==> config.mk <==
export PLATFORM = sky130hd
export DESIGN_NAME = bounded_linked_list_engine
export DESIGN_NICKNAME = d
export VERILOG_FILES = /design/src/sv/lle_pkg.sv /design/src/sv/lle_node_store.sv /design/src/sv/lle_free_map.sv /design/src/sv/lle_ctrl.sv /design/src/sv/bounded_linked_list_engine.sv
export SDC_FILE = /design/constraint.sdc
export NUM_CORES = 2
export LEC_CHECK = 0
export ABC_AREA = 1
export CELL_PAD_IN_SITES_DETAIL_PLACEMENT = 1
export CELL_PAD_IN_SITES_GLOBAL_PLACEMENT = 1
export CORE_MARGIN = 4
export CORE_UTILIZATION = 29
export DETAILED_ROUTE_END_ITERATION = 6
export DONT_BUFFER_PORTS = 1
export GPL_ROUTABILITY_DRIVEN = 0
export PLACE_DENSITY = 0.51
export SETUP_SLACK_MARGIN = 0.4
export SYNTH_ARGS = -nofsm -noshare
export SYNTH_HDL_FRONTEND = slang
export SYNTH_SLANG_ARGS = --single-unit
==> constraint.sdc <==
create_clock -name clock -period 5.9 [get_ports clock]
set_clock_uncertainty 0.1 [all_clocks]
set_input_delay 0.59 -clock clock [delete_from_list [all_inputs] [get_ports clock]]
set_output_delay 0.59 -clock clock [all_outputs]
set_load 0.02 [all_outputs]
==> src/sv/lle_pkg.sv <==
// Package for the bounded linked list engine: sizes, codes and the structs
// passed between the sequencer, the node store and the free map.
// No dependencies.
package lle_pkg;

   localparam int CAPACITY = 64;
   localparam int IDX_W    = (CAPACITY > 1) ? $clog2(CAPACITY) : 1;
   localparam int LINK_W   = 7;
   localparam int DATA_W   = 32;
   localparam int COUNT_W  = 7;
   localparam int OP_W     = 3;
   localparam int STATUS_W = 2;

   // All ones in a link means "no next node".
   localparam logic [LINK_W-1:0] NULL_LINK = '1;

   typedef enum logic [OP_W-1:0] {
      OP_PUSH_FRONT = 3'd0,
      OP_INS_AFTER  = 3'd1,
      OP_PUSH_BACK  = 3'd2,
      OP_POP_FRONT  = 3'd3,
      OP_DEL_KEY    = 3'd4,
      OP_POP_BACK   = 3'd5,
      OP_SEARCH     = 3'd6,
      OP_TRAVERSE   = 3'd7
   } op_type;

   typedef enum logic [STATUS_W-1:0] {
      STATUS_OK        = 2'd0,
      STATUS_NOT_FOUND = 2'd1,
      STATUS_EMPTY     = 2'd2,
      STATUS_FULL      = 2'd3
   } status_type;

   typedef enum logic [1:0] {
      ST_IDLE,
      ST_START,
      ST_WALK,
      ST_LINK
   } state_type;

   typedef struct packed {
      logic                     val_en;
      logic                     link_en;
      logic [IDX_W-1:0]         addr;
      logic signed [DATA_W-1:0] val;
      logic [LINK_W-1:0]        link;
   } node_wr_type;

   typedef struct packed {
      logic             alloc;
      logic             release_en;
      logic [IDX_W-1:0] release_idx;
   } free_cmd_type;

endpackage

==> src/sv/lle_node_store.sv <==
// Node store: value and link memories, one write and one read address per cycle.
// Read data is registered. Depends on lle_pkg.
module lle_node_store (
   input  logic                              clock,
   input  lle_pkg::node_wr_type              node_wr,
   input  logic [lle_pkg::IDX_W-1:0]         rd_addr,
   output logic signed [lle_pkg::DATA_W-1:0] rd_val_ff,
   output logic [lle_pkg::LINK_W-1:0]        rd_link_ff
);
   import lle_pkg::*;

   logic signed [DATA_W-1:0] value_mem [CAPACITY];
   logic [LINK_W-1:0]        link_mem  [CAPACITY];

   always_ff @(posedge clock) begin
      if (node_wr.val_en) begin
         value_mem[node_wr.addr] <= node_wr.val;
      end
      if (node_wr.link_en) begin
         link_mem[node_wr.addr] <= node_wr.link;
      end
      rd_val_ff  <= value_mem[rd_addr];
      rd_link_ff <= link_mem[rd_addr];
   end

endmodule

==> src/sv/lle_free_map.sv <==
// Free map of the node store with a registered lowest-free-index finder.
// Depends on lle_pkg.
module lle_free_map (
   input  logic                      clock,
   input  logic                      reset,
   input  lle_pkg::free_cmd_type     free_cmd,
   output logic                      free_any_ff,
   output logic [lle_pkg::IDX_W-1:0] free_idx_ff
);
   import lle_pkg::*;

   logic [CAPACITY-1:0] free_map_ff, free_map_in;
   logic [CAPACITY-1:0] lowest_bit;
   logic [IDX_W-1:0]    lowest_idx;

   always_comb begin
      free_map_in = free_map_ff;
      if (free_cmd.alloc) begin
         free_map_in[free_idx_ff] = 1'b0;
      end
      if (free_cmd.release_en) begin
         free_map_in[free_cmd.release_idx] = 1'b1;
      end
   end

   // Isolate the lowest set bit, then encode the resulting one-hot word.
   always_comb begin
      lowest_bit = free_map_ff & (~free_map_ff + CAPACITY'(1));
      lowest_idx = '0;
      for (int i = 0; i < CAPACITY; i++) begin
         if (lowest_bit[i]) begin
            lowest_idx = lowest_idx | IDX_W'(i);
         end
      end
   end

   always_ff @(posedge clock) begin
      if (reset) begin
         free_map_ff <= '1;
         free_any_ff <= 1'b1;
         free_idx_ff <= '0;
      end else begin
         free_map_ff <= free_map_in;
         free_any_ff <= |free_map_ff;
         free_idx_ff <= lowest_idx;
      end
   end

endmodule

==> src/sv/lle_ctrl.sv <==
// Sequencer: takes one request, walks the list one node read per cycle while not
// stalled and updates head, count, sum and response register. Depends on lle_pkg.
module lle_ctrl (
   input  logic                              clock,
   input  logic                              reset,
   input  logic                              req_valid,
   output logic                              req_stall,
   input  logic [lle_pkg::OP_W-1:0]          req_operation,
   input  logic signed [lle_pkg::DATA_W-1:0] req_key,
   input  logic signed [lle_pkg::DATA_W-1:0] req_value,
   output logic                              rsp_valid,
   input  logic                              rsp_stall,
   output logic [lle_pkg::STATUS_W-1:0]      rsp_status,
   output logic signed [lle_pkg::DATA_W-1:0] rsp_element,
   output logic [lle_pkg::COUNT_W-1:0]       rsp_entry_count,
   output logic signed [lle_pkg::DATA_W-1:0] rsp_total_sum,
   output logic                              rsp_last,
   output lle_pkg::node_wr_type              node_wr,
   output logic [lle_pkg::IDX_W-1:0]         rd_addr,
   input  logic signed [lle_pkg::DATA_W-1:0] rd_val,
   input  logic [lle_pkg::LINK_W-1:0]        rd_link,
   output lle_pkg::free_cmd_type             free_cmd,
   input  logic                              free_any,
   input  logic [lle_pkg::IDX_W-1:0]         free_idx
);
   import lle_pkg::*;

   state_type                state_ff, state_in;
   op_type                   op_ff, op_in;
   logic signed [DATA_W-1:0] key_ff, key_in;
   logic signed [DATA_W-1:0] value_ff, value_in;
   logic [IDX_W-1:0]         cur_ff, cur_in;
   logic [LINK_W-1:0]        prev_ff, prev_in;
   logic [IDX_W-1:0]         new_ff, new_in;
   logic [LINK_W-1:0]        head_ff, head_in;
   logic [COUNT_W-1:0]       count_ff, count_in;
   logic signed [DATA_W-1:0] sum_ff, sum_in;

   logic                     rsp_valid_ff, rsp_valid_in;
   status_type               rsp_status_ff, rsp_status_in;
   logic signed [DATA_W-1:0] rsp_element_ff, rsp_element_in;
   logic [COUNT_W-1:0]       rsp_count_ff, rsp_count_in;
   logic signed [DATA_W-1:0] rsp_sum_ff, rsp_sum_in;
   logic                     rsp_last_ff, rsp_last_in;

   logic                     out_free;
   logic                     emit;
   status_type               e_status;
   logic signed [DATA_W-1:0] e_elem;
   logic                     e_last;
   logic                     head_is_node;
   logic                     link_is_node;
   logic                     key_hit;

   assign out_free     = !rsp_valid_ff || !rsp_stall;
   assign head_is_node = head_ff < LINK_W'(CAPACITY);
   assign link_is_node = rd_link < LINK_W'(CAPACITY);
   assign key_hit      = rd_val == key_ff;
   assign req_stall    = state_ff != ST_IDLE;

   always_comb begin
      state_in = state_ff;
      op_in    = op_ff;
      key_in   = key_ff;
      value_in = value_ff;
      cur_in   = cur_ff;
      prev_in  = prev_ff;
      new_in   = new_ff;
      head_in  = head_ff;
      count_in = count_ff;
      sum_in   = sum_ff;
      node_wr  = '0;
      free_cmd = '0;
      rd_addr  = cur_ff;
      emit     = 1'b0;
      e_status = STATUS_OK;
      e_elem   = '0;
      e_last   = 1'b1;

      case (state_ff)
         ST_IDLE: begin
            if (req_valid) begin
               op_in    = op_type'(req_operation);
               key_in   = req_key;
               value_in = req_value;
               state_in = ST_START;
            end
         end

         ST_START: begin
            if (op_ff == OP_PUSH_FRONT ||
                (op_ff == OP_PUSH_BACK && (!free_any || !head_is_node))) begin
               // Decided without reading the store.
               if (out_free) begin
                  emit     = 1'b1;
                  state_in = ST_IDLE;
                  if (!free_any) begin
                     e_status = STATUS_FULL;
                  end else begin
                     node_wr.val_en  = 1'b1;
                     node_wr.link_en = 1'b1;
                     node_wr.addr    = free_idx;
                     node_wr.val     = value_ff;
                     node_wr.link    = (op_ff == OP_PUSH_FRONT) ? head_ff : NULL_LINK;
                     free_cmd.alloc  = 1'b1;
                     head_in         = LINK_W'(free_idx);
                     count_in        = count_ff + COUNT_W'(1);
                     sum_in          = sum_ff + value_ff;
                     e_elem          = value_ff;
                  end
               end
            end else if (!head_is_node) begin
               if (out_free) begin
                  emit     = 1'b1;
                  state_in = ST_IDLE;
                  if (op_ff == OP_INS_AFTER || op_ff == OP_DEL_KEY ||
                      op_ff == OP_SEARCH) begin
                     e_status = STATUS_NOT_FOUND;
                  end else begin
                     e_status = STATUS_EMPTY;
                  end
               end
            end else begin
               rd_addr  = head_ff[IDX_W-1:0];
               cur_in   = head_ff[IDX_W-1:0];
               prev_in  = NULL_LINK;
               state_in = ST_WALK;
            end
         end

         ST_WALK: begin
            // rd_val and rd_link belong to node cur_ff. Holding re-reads it.
            case (op_ff)
               OP_POP_FRONT: begin
                  if (out_free) begin
                     emit                 = 1'b1;
                     e_elem               = rd_val;
                     head_in              = rd_link;
                     free_cmd.release_en  = 1'b1;
                     free_cmd.release_idx = cur_ff;
                     count_in             = count_ff - COUNT_W'(1);
                     sum_in               = sum_ff - rd_val;
                     state_in             = ST_IDLE;
                  end
               end

               OP_TRAVERSE: begin
                  if (out_free) begin
                     emit   = 1'b1;
                     e_elem = rd_val;
                     e_last = !link_is_node;
                     if (link_is_node) begin
                        rd_addr = rd_link[IDX_W-1:0];
                        cur_in  = rd_link[IDX_W-1:0];
                     end else begin
                        state_in = ST_IDLE;
                     end
                  end
               end

               OP_PUSH_BACK, OP_POP_BACK: begin
                  if (link_is_node) begin
                     rd_addr = rd_link[IDX_W-1:0];
                     cur_in  = rd_link[IDX_W-1:0];
                     prev_in = LINK_W'(cur_ff);
                  end else if (out_free) begin
                     emit = 1'b1;
                     if (op_ff == OP_PUSH_BACK) begin
                        // Space was checked at the start; the tail link is fixed next.
                        node_wr.val_en  = 1'b1;
                        node_wr.link_en = 1'b1;
                        node_wr.addr    = free_idx;
                        node_wr.val     = value_ff;
                        node_wr.link    = NULL_LINK;
                        free_cmd.alloc  = 1'b1;
                        new_in          = free_idx;
                        count_in        = count_ff + COUNT_W'(1);
                        sum_in          = sum_ff + value_ff;
                        e_elem          = value_ff;
                        state_in        = ST_LINK;
                     end else begin
                        if (prev_ff < LINK_W'(CAPACITY)) begin
                           node_wr.link_en = 1'b1;
                           node_wr.addr    = prev_ff[IDX_W-1:0];
                           node_wr.link    = NULL_LINK;
                        end else begin
                           head_in = NULL_LINK;
                        end
                        free_cmd.release_en  = 1'b1;
                        free_cmd.release_idx = cur_ff;
                        count_in             = count_ff - COUNT_W'(1);
                        sum_in               = sum_ff - rd_val;
                        e_elem               = rd_val;
                        state_in             = ST_IDLE;
                     end
                  end
               end

               default: begin
                  // Insert after, delete key and search.
                  if (!key_hit && link_is_node) begin
                     rd_addr = rd_link[IDX_W-1:0];
                     cur_in  = rd_link[IDX_W-1:0];
                     prev_in = LINK_W'(cur_ff);
                  end else if (out_free) begin
                     emit     = 1'b1;
                     state_in = ST_IDLE;
                     if (!key_hit) begin
                        e_status = STATUS_NOT_FOUND;
                     end else if (op_ff == OP_SEARCH) begin
                        e_elem = rd_val;
                     end else if (op_ff == OP_DEL_KEY) begin
                        if (prev_ff < LINK_W'(CAPACITY)) begin
                           node_wr.link_en = 1'b1;
                           node_wr.addr    = prev_ff[IDX_W-1:0];
                           node_wr.link    = rd_link;
                        end else begin
                           head_in = rd_link;
                        end
                        free_cmd.release_en  = 1'b1;
                        free_cmd.release_idx = cur_ff;
                        count_in             = count_ff - COUNT_W'(1);
                        sum_in               = sum_ff - rd_val;
                        e_elem               = rd_val;
                     end else if (!free_any) begin
                        e_status = STATUS_FULL;
                     end else begin
                        node_wr.val_en  = 1'b1;
                        node_wr.link_en = 1'b1;
                        node_wr.addr    = free_idx;
                        node_wr.val     = value_ff;
                        node_wr.link    = rd_link;
                        free_cmd.alloc  = 1'b1;
                        new_in          = free_idx;
                        count_in        = count_ff + COUNT_W'(1);
                        sum_in          = sum_ff + value_ff;
                        e_elem          = value_ff;
                        state_in        = ST_LINK;
                     end
                  end
               end
            endcase
         end

         ST_LINK: begin
            // Second write of an insert: point the found node at the new one.
            node_wr.link_en = 1'b1;
            node_wr.addr    = cur_ff;
            node_wr.link    = LINK_W'(new_ff);
            state_in        = ST_IDLE;
         end

         default: begin
            state_in = ST_IDLE;
         end
      endcase

      rsp_status_in  = rsp_status_ff;
      rsp_element_in = rsp_element_ff;
      rsp_count_in   = rsp_count_ff;
      rsp_sum_in     = rsp_sum_ff;
      rsp_last_in    = rsp_last_ff;
      if (emit) begin
         rsp_valid_in   = 1'b1;
         rsp_status_in  = e_status;
         rsp_element_in = e_elem;
         rsp_count_in   = count_in;
         rsp_sum_in     = sum_in;
         rsp_last_in    = e_last;
      end else begin
         rsp_valid_in = rsp_valid_ff && rsp_stall;
      end
   end

   always_ff @(posedge clock) begin
      if (reset) begin
         state_ff     <= ST_IDLE;
         head_ff      <= NULL_LINK;
         count_ff     <= '0;
         sum_ff       <= '0;
         rsp_valid_ff <= 1'b0;
      end else begin
         state_ff     <= state_in;
         head_ff      <= head_in;
         count_ff     <= count_in;
         sum_ff       <= sum_in;
         rsp_valid_ff <= rsp_valid_in;
      end
   end

   always_ff @(posedge clock) begin
      op_ff          <= op_in;
      key_ff         <= key_in;
      value_ff       <= value_in;
      cur_ff         <= cur_in;
      prev_ff        <= prev_in;
      new_ff         <= new_in;
      rsp_status_ff  <= rsp_status_in;
      rsp_element_ff <= rsp_element_in;
      rsp_count_ff   <= rsp_count_in;
      rsp_sum_ff     <= rsp_sum_in;
      rsp_last_ff    <= rsp_last_in;
   end

   assign rsp_valid       = rsp_valid_ff;
   assign rsp_status      = rsp_status_ff;
   assign rsp_element     = rsp_element_ff;
   assign rsp_entry_count = rsp_count_ff;
   assign rsp_total_sum   = rsp_sum_ff;
   assign rsp_last        = rsp_last_ff;

endmodule

==> src/sv/bounded_linked_list_engine.sv <==
// Top level of the bounded linked list engine: sequencer, node store and free map.
// Depends on lle_pkg, lle_node_store, lle_free_map and lle_ctrl.
//
//   Channel   Direction  Handshake             Payload
//   req_      in         req_valid/req_stall   operation, key, value
//   rsp_      out        rsp_valid/rsp_stall   status, element, entry_count,
//                                              total_sum, last
//
// One request is worked on at a time. A request that needs no walk (push front,
// push back into a full or empty list, any other request on an empty list) is
// answered from the start state; otherwise the walk reads one node per cycle
// from the node store, then an insert after or push back writes the found node's link.
// Traverse delivers one response per cycle while rsp_stall is low.
// Reset empties the list at once; the node store needs no clearing.
// A stalled response holds a traverse at its current node, other walks at the node of their answer.
module bounded_linked_list_engine (
   input  logic                              clock,
   input  logic                              reset,
   input  logic                              req_valid,
   output logic                              req_stall,
   input  logic [lle_pkg::OP_W-1:0]          req_operation,
   input  logic signed [lle_pkg::DATA_W-1:0] req_key,
   input  logic signed [lle_pkg::DATA_W-1:0] req_value,
   output logic                              rsp_valid,
   input  logic                              rsp_stall,
   output logic [lle_pkg::STATUS_W-1:0]      rsp_status,
   output logic signed [lle_pkg::DATA_W-1:0] rsp_element,
   output logic [lle_pkg::COUNT_W-1:0]       rsp_entry_count,
   output logic signed [lle_pkg::DATA_W-1:0] rsp_total_sum,
   output logic                              rsp_last
);
   import lle_pkg::*;

   node_wr_type              node_wr;
   logic [IDX_W-1:0]         rd_addr;
   logic signed [DATA_W-1:0] rd_val;
   logic [LINK_W-1:0]        rd_link;
   free_cmd_type             free_cmd;
   logic                     free_any;
   logic [IDX_W-1:0]         free_idx;

   lle_node_store u_node_store (
      .clock      (clock),
      .node_wr    (node_wr),
      .rd_addr    (rd_addr),
      .rd_val_ff  (rd_val),
      .rd_link_ff (rd_link)
   );

   lle_free_map u_free_map (
      .clock       (clock),
      .reset       (reset),
      .free_cmd    (free_cmd),
      .free_any_ff (free_any),
      .free_idx_ff (free_idx)
   );

   lle_ctrl u_ctrl (
      .clock           (clock),
      .reset           (reset),
      .req_valid       (req_valid),
      .req_stall       (req_stall),
      .req_operation   (req_operation),
      .req_key         (req_key),
      .req_value       (req_value),
      .rsp_valid       (rsp_valid),
      .rsp_stall       (rsp_stall),
      .rsp_status      (rsp_status),
      .rsp_element     (rsp_element),
      .rsp_entry_count (rsp_entry_count),
      .rsp_total_sum   (rsp_total_sum),
      .rsp_last        (rsp_last),
      .node_wr         (node_wr),
      .rd_addr         (rd_addr),
      .rd_val          (rd_val),
      .rd_link         (rd_link),
      .free_cmd        (free_cmd),
      .free_any        (free_any),
      .free_idx        (free_idx)
   );

endmodule

# Word-level counts from Yosys, hierarchy flattened
# Memory sizes are Yosys's and may differ from the RTL's. A register that Yosys moved wholly into a read port is not among the register bits.
# Cells that the tools add are included.
[op_classes] magnitude_cmp=7 n_reduce_logical=29 n_mux=760 eq_ne=42 addsub=5 n_bitwise=5
[op_table] operator="32-bit 2-to-1 mux" n=132
[op_table] operator="47-bit 2-to-1 mux" n=43
[op_table] operator="7-bit 2-to-1 mux" n=202
[op_table] operator="6-bit 2-to-1 mux" n=96
[op_table] operator="2-bit 2-to-1 mux" n=125
[op_table] operator="8-bit 2-to-1 mux" n=25
[op_table] operator="32-bit one-hot mux with 2 select lines" n=3
[op_table] operator="32-bit one-hot mux with 3 select lines" n=2
[op_table] operator="64-bit bitwise AND" n=2
[op_table] operator="64-bit 2-to-1 mux" n=2
[op_table] operator="64-bit inverter" n=2
[op_table] operator="7-bit one-hot mux with 3 select lines" n=5
[op_table] operator="47-bit one-hot mux with 2 select lines" n=1
[op_table] operator="5-bit 2-to-1 mux" n=16
[op_table] operator="1-bit 2-to-1 mux" n=77
[op_table] operator="64-bit by 1-bit adder with 64-bit output (second input constant)" n=1
[op_table] operator="64-bit OR" n=1
[op_table] operator="64-bit OR reduction" n=1
[op_table] operator="7-bit one-hot mux with 2 select lines" n=4
[op_table] operator="32-bit adder" n=1
[op_table] operator="32-bit == test" n=1
[op_table] operator="4-bit 2-to-1 mux" n=8
[op_table] operator="32-bit subtractor" n=1
[op_table] operator="6-bit one-hot mux with 2 select lines" n=2
[op_table] operator="40 further kinds" n=95
[word_totals] ff_bits=280 inputBits=71 output_inout_bits=76 word_cells=869 ramBits=2496 n_memories=2
[memory_table] name="u_node_store.value_mem" words=64 word_bits=32 read_ports=1 rd_clocked_by_memory_dff=1 write_ports=1 line_no="lle_node_store.sv:12" source="logic signed [DATA_W-1:0] value_mem [CAPACITY];"
[memory_table] name="u_node_store.link_mem" words=64 word_bits=7 read_ports=1 rd_clocked_by_memory_dff=1 write_ports=1 line_no="lle_node_store.sv:13" source="logic [LINK_W-1:0] link_mem [CAPACITY];"

# Logic depth before layout (Yosys ltp)
[depth] depth_word=66 ltp_mapped=25 depth_no_buf=23

# By module
# Synthesis repeated with hierarchy kept, for this count alone.
[unflattened] cells_unflattened=11953 area_unflattened_um2=124844.7
[modules_own_cells] module="lle_node_store" cells_each=8340 area_each_um2=101630.0 instances=1 seq_area_each_um2=75732.6
[modules_own_cells] module="lle_ctrl" cells_each=2750 area_each_um2=18139.9 instances=1 seq_area_each_um2=5725.5
[modules_own_cells] module="lle_free_map" cells_each=863 area_each_um2=5074.9 instances=1 seq_area_each_um2=1421.4

# Least setup slack after synthesis
# Ideal clock, no wire load.
[synth_path] kind="input-to-reg" start="input port rsp_stall" end="register u_ctrl.rsp_element_ff[0] (netlist: u_ctrl.rsp_element[0]), enable pin" n_path_buf=1 setup_ps=532 t_arrival_ps=5358 setup_slack_ps=-90 required_time_ps=5268 stages=10 path_cell_list="nand2_2 -> inv_1 -> nor2_1 -> inv_1 -> buf_2 -> nor2_1 -> inv_1 -> nand3_1 -> nand3_1 -> a21oi_1"
[synth_between] elab_chain_cells=12 elab_cells_between_ends=32 cone_classes="mux: 30; reduce/logical: 2"
[synth_lines] item="from (decl)" line_no="bounded_linked_list_engine.sv:25" source="input logic rsp_stall,"
[synth_lines] item="1-bit logical NOT (*)" line_no="lle_ctrl.sv:55" source="assign out_free = !rsp_valid_ff || !rsp_stall;"
[synth_lines] item="1-bit logical OR (*)" line_no="lle_ctrl.sv:55"
[synth_lines] item="1-bit 2-to-1 mux (*)"
[synth_lines] item="1-bit 2-to-1 mux, on equally long branches" line_no="lle_ctrl.sv:201, lle_ctrl.sv:112, lle_ctrl.sv:162"
[synth_lines] item="1-bit 2-to-1 mux, on equally long branches" line_no="lle_ctrl.sv:133, lle_ctrl.sv:91"
[synth_lines] item="1-bit 2-to-1 mux" line_no="lle_ctrl.sv:80" source="case (state_ff)"
[synth_lines] item="1-bit 2-to-1 mux, on equally long branches" line_no="lle_ctrl.sv:201, lle_ctrl.sv:112, lle_ctrl.sv:162"
[synth_lines] item="1-bit 2-to-1 mux, on equally long branches" line_no="lle_ctrl.sv:133, lle_ctrl.sv:91"
[synth_lines] item="1-bit 2-to-1 mux" line_no="lle_ctrl.sv:80"
[synth_lines] item="1-bit one-hot mux with 3 select lines or 1-bit 2-to-1 mux (tied branches)" line_no="lle_ctrl.sv:133, lle_ctrl.sv:91"
[synth_lines] item="1-bit 2-to-1 mux" line_no="lle_ctrl.sv:80"
[synth_lines] item="1-bit one-hot mux with 2 select lines (*)" line_no="lle_ctrl.sv:80"
[synth_lines] item="via u_ctrl.emit" line_no="lle_ctrl.sv:47" source="logic emit;"
[synth_lines] item="to (signal assigned)" line_no="lle_ctrl.sv:299" source="rsp_element_ff <= rsp_element_in;"
[synth_lines] item="to (decl)" line_no="lle_ctrl.sv:41" source="logic signed [DATA_W-1:0] rsp_element_ff, rsp_element_in;"
# The timed path passes the listed nets; every way through them passes the cells marked *. The select of a mux whose other input is x is not followed.
# A chain may end at the register's enable or synchronous reset.

# Final worst setup path
[layout_path] start="register u_ctrl.op_ff[1]" end="register u_node_store.rd_val_ff[9] (netlist bit) (read register of u_node_store.value_mem)"
[layout_between] elab_chain_cells=6 elab_cells_between_ends=13 cone_classes="eq/ne: 4; mux: 5; reduce/logical: 4"
[layout_lines] item="from (decl)" line_no="lle_ctrl.sv:29" source="op_type op_ff, op_in;"
[layout_lines] item="from (signal assigned)" line_no="lle_ctrl.sv:292" source="op_ff <= op_in;"
[layout_lines] item="branches (longest 5 deep; another with 6-bit one-hot mux with 3 select lines)"
[layout_lines] item="6-bit one-hot mux with 2 select lines (*)"
[layout_lines] item="to (decl)" line_no="lle_node_store.sv:7" source="output logic signed [lle_pkg::DATA_W-1:0] rd_val_ff,"
# Every way passes the cells marked *. The select of a mux whose other input is x is not followed.

==> impl_metrics.py <==
metrics = {
    "run_status": {
        "status": "finished clean",
    },
    "sta": {
        "slew_headroom_pct": 12.6,
        "maxSlewViolCount": 0,
        "setup_tns_ns": 0,
        "worst_pin_slew_ns": 1.31,
        "min_period_over_period_pct": 91.9,
        "finalHoldViolCount": 0,
        "layout_setup_ws_ns": 0.475,
        "rsz0062_at_grt": "no",
        "clock.fmax_mhz": 184,
        "fin_crit_ns": 5.42,
        "final-setup-viol-count": 0,
    },
    "global_route": {
        "antenna_found_initial": 27,
        "grt_overflow": 0,
        "track_usage_pct": 21.9,
        "grt_max_degree": 197,
        "grt_pass1_vias": 103000,
        "grt_pass1_wl_um": 755000,
    },
    "setup_path": {
        "critPathCaptureType": "flip-flop",
        "path_common_cell": "nand2_1",
        "r2r_end": "u_node_store.rd_val_ff[9]$_DFF_P_",
        "worst_path_max_delay_cell": "nand2_1",
        "path_buf_inv": 5,
        "r2r.worst_path.cells": 22,
        "critPathArrivalTime_ns": 6.14,
        "regToRegStartpoint": "u_ctrl.op_ff[1]$_DFFE_PP_",
        "worst_path_largest_cell_delay_ns": 0.60,
        "critPathTopFamily": "simple AND/OR/NAND/NOR gates",
        "startpoint_type": "flip-flop",
        "required_ns": 6.61,
        "worstSetupPathType": "flip-flop to flip-flop",
        "crit_chain": "inv_1, nor2_2, nand2_1, o21ai_2, buf_4, nand2_2, nand2_1, nor2_2, o21ai_1, nand2_1, inv_2, nand2_1, nand2_1, o21ai_4, buf_12, buf_4, nand3_1, nand3_1, nand3_1, nand3_1, nand3_1, nand2_1",
        "path_max_fanout": 47,
        "r2r_slack_ns": 0.48,
    },
    "synthesis": {
        "synth_seq_cells": 2815,
        "synth_xor_area_share_pct": 0.471,
        "ys_types": 58,
        "synthAdderAreaFrac_pct": 0.675,
        "postSynthAreaPerCell_um2": 10.1,
        "synth.yosys.warnings": 0,
        "netlist_area_um2": 132000,
        "async_reset_ff_share_pct": 0,
        "synth_edf_count": 2650,
        "synthMuxAreaShare_pct": 0,
        "synth_nets": 13200,
        "syn_inst": 13100,
        "synth_compound_area_share_pct": 3.31,
        "ys_seq_area_share_pct": 62.8,
        "synth-simple-area-share_pct": 24.6,
        "synth_top_family_by_area": "simple AND/OR/NAND/NOR gates",
        "synth_flop_cell": "edfxtp_1",
    },
    "die": {
        "coreArea_um2": 453000,
        "start_util_pct": 29.1,
        "io_pins": 147,
        "die_area_um2": 466000,
        "chipWidth_um": 683,
        "die_h_um": 683,
        "rows": 247,
    },
    "hold_path": {
        "hold_path_end": "u_ctrl.rsp_last$_SDFFCE_PN1P_",
        "hp-class": "primary input to flip-flop",
        "hold_depth": 3,
        "hp-start": "rsp_stall",
    },
    "power": {
        "powerDensity_nw_per_um2": 376,
        "p_leak_nw": 59.6,
        "vdd_drop_max_uv": 260,
    },
    "clocking": {
        "clock-sinks": 2815,
        "worstSkewPairLatency_ns": 0.97,
        "cts_max_path_buffers": 4,
        "cts_tree": "done",
        "cts_root_buffer": "clkbuf_16",
        "htreeDepth": 5,
        "cts_setup_buffers": 0,
        "path_clk_slew_ns": 0.06,
        "cts-buffers-inserted": 335,
    },
    "detailed_routing": {
        "drc": 0,
        "ant_nets": 0,
        "vias": 100000,
        "drtIter0Drc": 8695,
        "vias_per_cell": 5.17,
        "firstDrtPassIters": 6,
        "wl_per_cell_um": 27.0,
        "routed_wl_um": 523000,
    },
    "finish": {
        "drive_gt1_share_pct": 7.77,
        "area_delta_synth_final_pct": 15.8,
        "regArea_um2": 82900,
        "multi_input_area_um2": 39200,
        "layout.nets": 13300,
        "n_fill_cell": 50400,
    },
    "place": {
        "preCtsSetupSlack_ns": 0.363,
        "numPortBuffers": 0,
        "post-dp-hpwl_um": 321000,
    },
    "flow_run": {
        "drv_cap": 0,
    },
}
flip-flops by register name, summed over array words and instances (netlist names), 2 cells and up:
register and cells:
u_ctrl.count_ff 7, u_ctrl.cur_ff 6, u_ctrl.head_ff 7, u_ctrl.key_ff 32
u_ctrl.new_ff 6, u_ctrl.op_ff 3, u_ctrl.prev_ff 7, u_ctrl.rsp_element 32
u_ctrl.rsp_entry_count 7, u_ctrl.rsp_status 2, u_ctrl.rsp_total_sum 32, u_ctrl.state_ff 2
u_ctrl.sum_ff 32, u_ctrl.value_ff 32, u_free_map.free_idx_ff 6, u_free_map.free_map_ff 64
u_node_store.link_mem 448, u_node_store.rd_link_ff 7, u_node_store.rd_val_ff 32, u_node_store.value_mem 2048
report_power, final:
part           switching [mW]  internal [mW]  leakage, nW
logic                    10.8           3.95         30.5
clock network            8.65           11.7         5.11
registers               0.578           21.9         24.0
total                    20.0           37.6         59.6
worst max path at each step:
stage	from	end	slack (ns)	cells after the start
6_report	u_ctrl.op_ff[1]$_DFFE_PP_	u_node_store.rd_val_ff[9]$_DFF_P_	0.48	22
5_1_grt	u_node_store.rd_val_ff[31]$_DFF_P_	u_node_store.rd_val_ff[16]$_DFF_P_	0.41	19
3_5_place_dp	u_node_store.rd_val_ff[31]$_DFF_P_	u_node_store.rd_val_ff[8]$_DFF_P_	0.36	19
4_1_cts	u_node_store.rd_val_ff[31]$_DFF_P_	u_node_store.rd_val_ff[8]$_DFF_P_	0.41	19
2_1_floorplan	rsp_stall	u_node_store.value_mem[16][0]$_DFFE_PP_	0.68	10
3_3_place_gp	u_node_store.rd_val_ff[31]$_DFF_P_	u_node_store.rd_val_ff[8]$_DFF_P_	0.32	19
area by class of cell:
| cell class | instances | share of cell area [%] |
|---|---|---|
| Clock inverter | 176 | 1.06 |
| Timing Repair Buffer | 478 | 3.63 |
| Clock buffer | 423 | 5.81 |
| Multi-Input combinational cell | 7567 | 25.7 |
| Antenna cell | 18 | 0.0295 |
| Inverter | 1922 | 4.73 |
| Tap cell | 5976 | 4.89 |
| Sequential cell | 2815 | 54.2 |
stage by stage:
stage | power, mW | util, % | hold WS (ns) | area (um2) | instances
global placement | 37.6 | 31.3 | 0.399 | 142000 | 18700
CTS | 58.2 | 33.7 | 0.0198 | 153000 | 19400
global route | 60.1 | 33.8 | 0.0750 | 153000 | 19400
finish | 57.6 | 33.8 | 0.0879 | 153000 | 19400
detailed placement | 37.6 | 31.3 | 0.412 | 142000 | 18700
floorplan | 31.0 | - | 0.359 | 132000 | 13100
cells in the mapped netlist, drive strengths merged, types with 68 or more instances:
library cell | number | area share, %
a21oi | 194 | 0.74
buf | 465 | 1.8
clkbuf | 333 | 0.95
dfxtp | 165 | 2.5
edfxtp | 2650 | 60
ha | 68 | 0.64
inv | 1918 | 5.5
nand2 | 2379 | 6.8
nand3 | 2862 | 11
nand3b | 868 | 4.9
nor2 | 400 | 1.2
nor3 | 91 | 0.35
o21ai | 268 | 1.0
cell usage in the layout (no fill, tap or decap), types with 20 or more instances in the layout:
cell              n
nand2_1        2372
dlygate4sd3_1    71
xor2_1           32
ha_1             66
inv_1          1894
buf_12          141
nand4_1          42
nand3_1        2859
bufinv_16        24
nor3_1           53
clkbuf_1         77
nor2_4           69
dfxtp_1         165
nand3b_1        868
inv_2            20
buf_4           265
o22ai_1          28
nor4_1           25
xnor2_1          39
o211ai_1         67
edfxtp_1       2650
clkbuf_16       340
a21oi_1         189
clkinv_2         50
o21ai_0         259
o221ai_1         57
nor3_2           37
clkinv_1         75
nor2_1          324
worst min-delay path, stage by stage:
cell and delay [ns]:
nand2_2 0.06, buf_4 0.21, nand3_1 0.16
per-layer routing:
layer	routed length, um	global-route usage, %
met3	24700	2.30
met5	69	0
met1	234000	30.1
met2	248000	36.5
met4	15900	6.39
timing repair:
| action | CTS | global route |
|---|---|---|
| setup endpoints to repair | 0 | 3 |
| hold buffers | 72 | 0 |
| hold endpoints to repair | 120 | 0 |
| resized for setup | 0 | 3 |
cell families (layout without fill, tap and decap cells):
group / after synthesis / count (layout)
compound gates: 727 / 727
buf+inv: 2720 / 2999
xor+xnor: 71 / 71
other cells: 0 / 18
flops: 2815 / 2815
fa+ha+maj: 70 / 70
simple gates: 6699 / 6699
(Power assumes the default switching activity.)
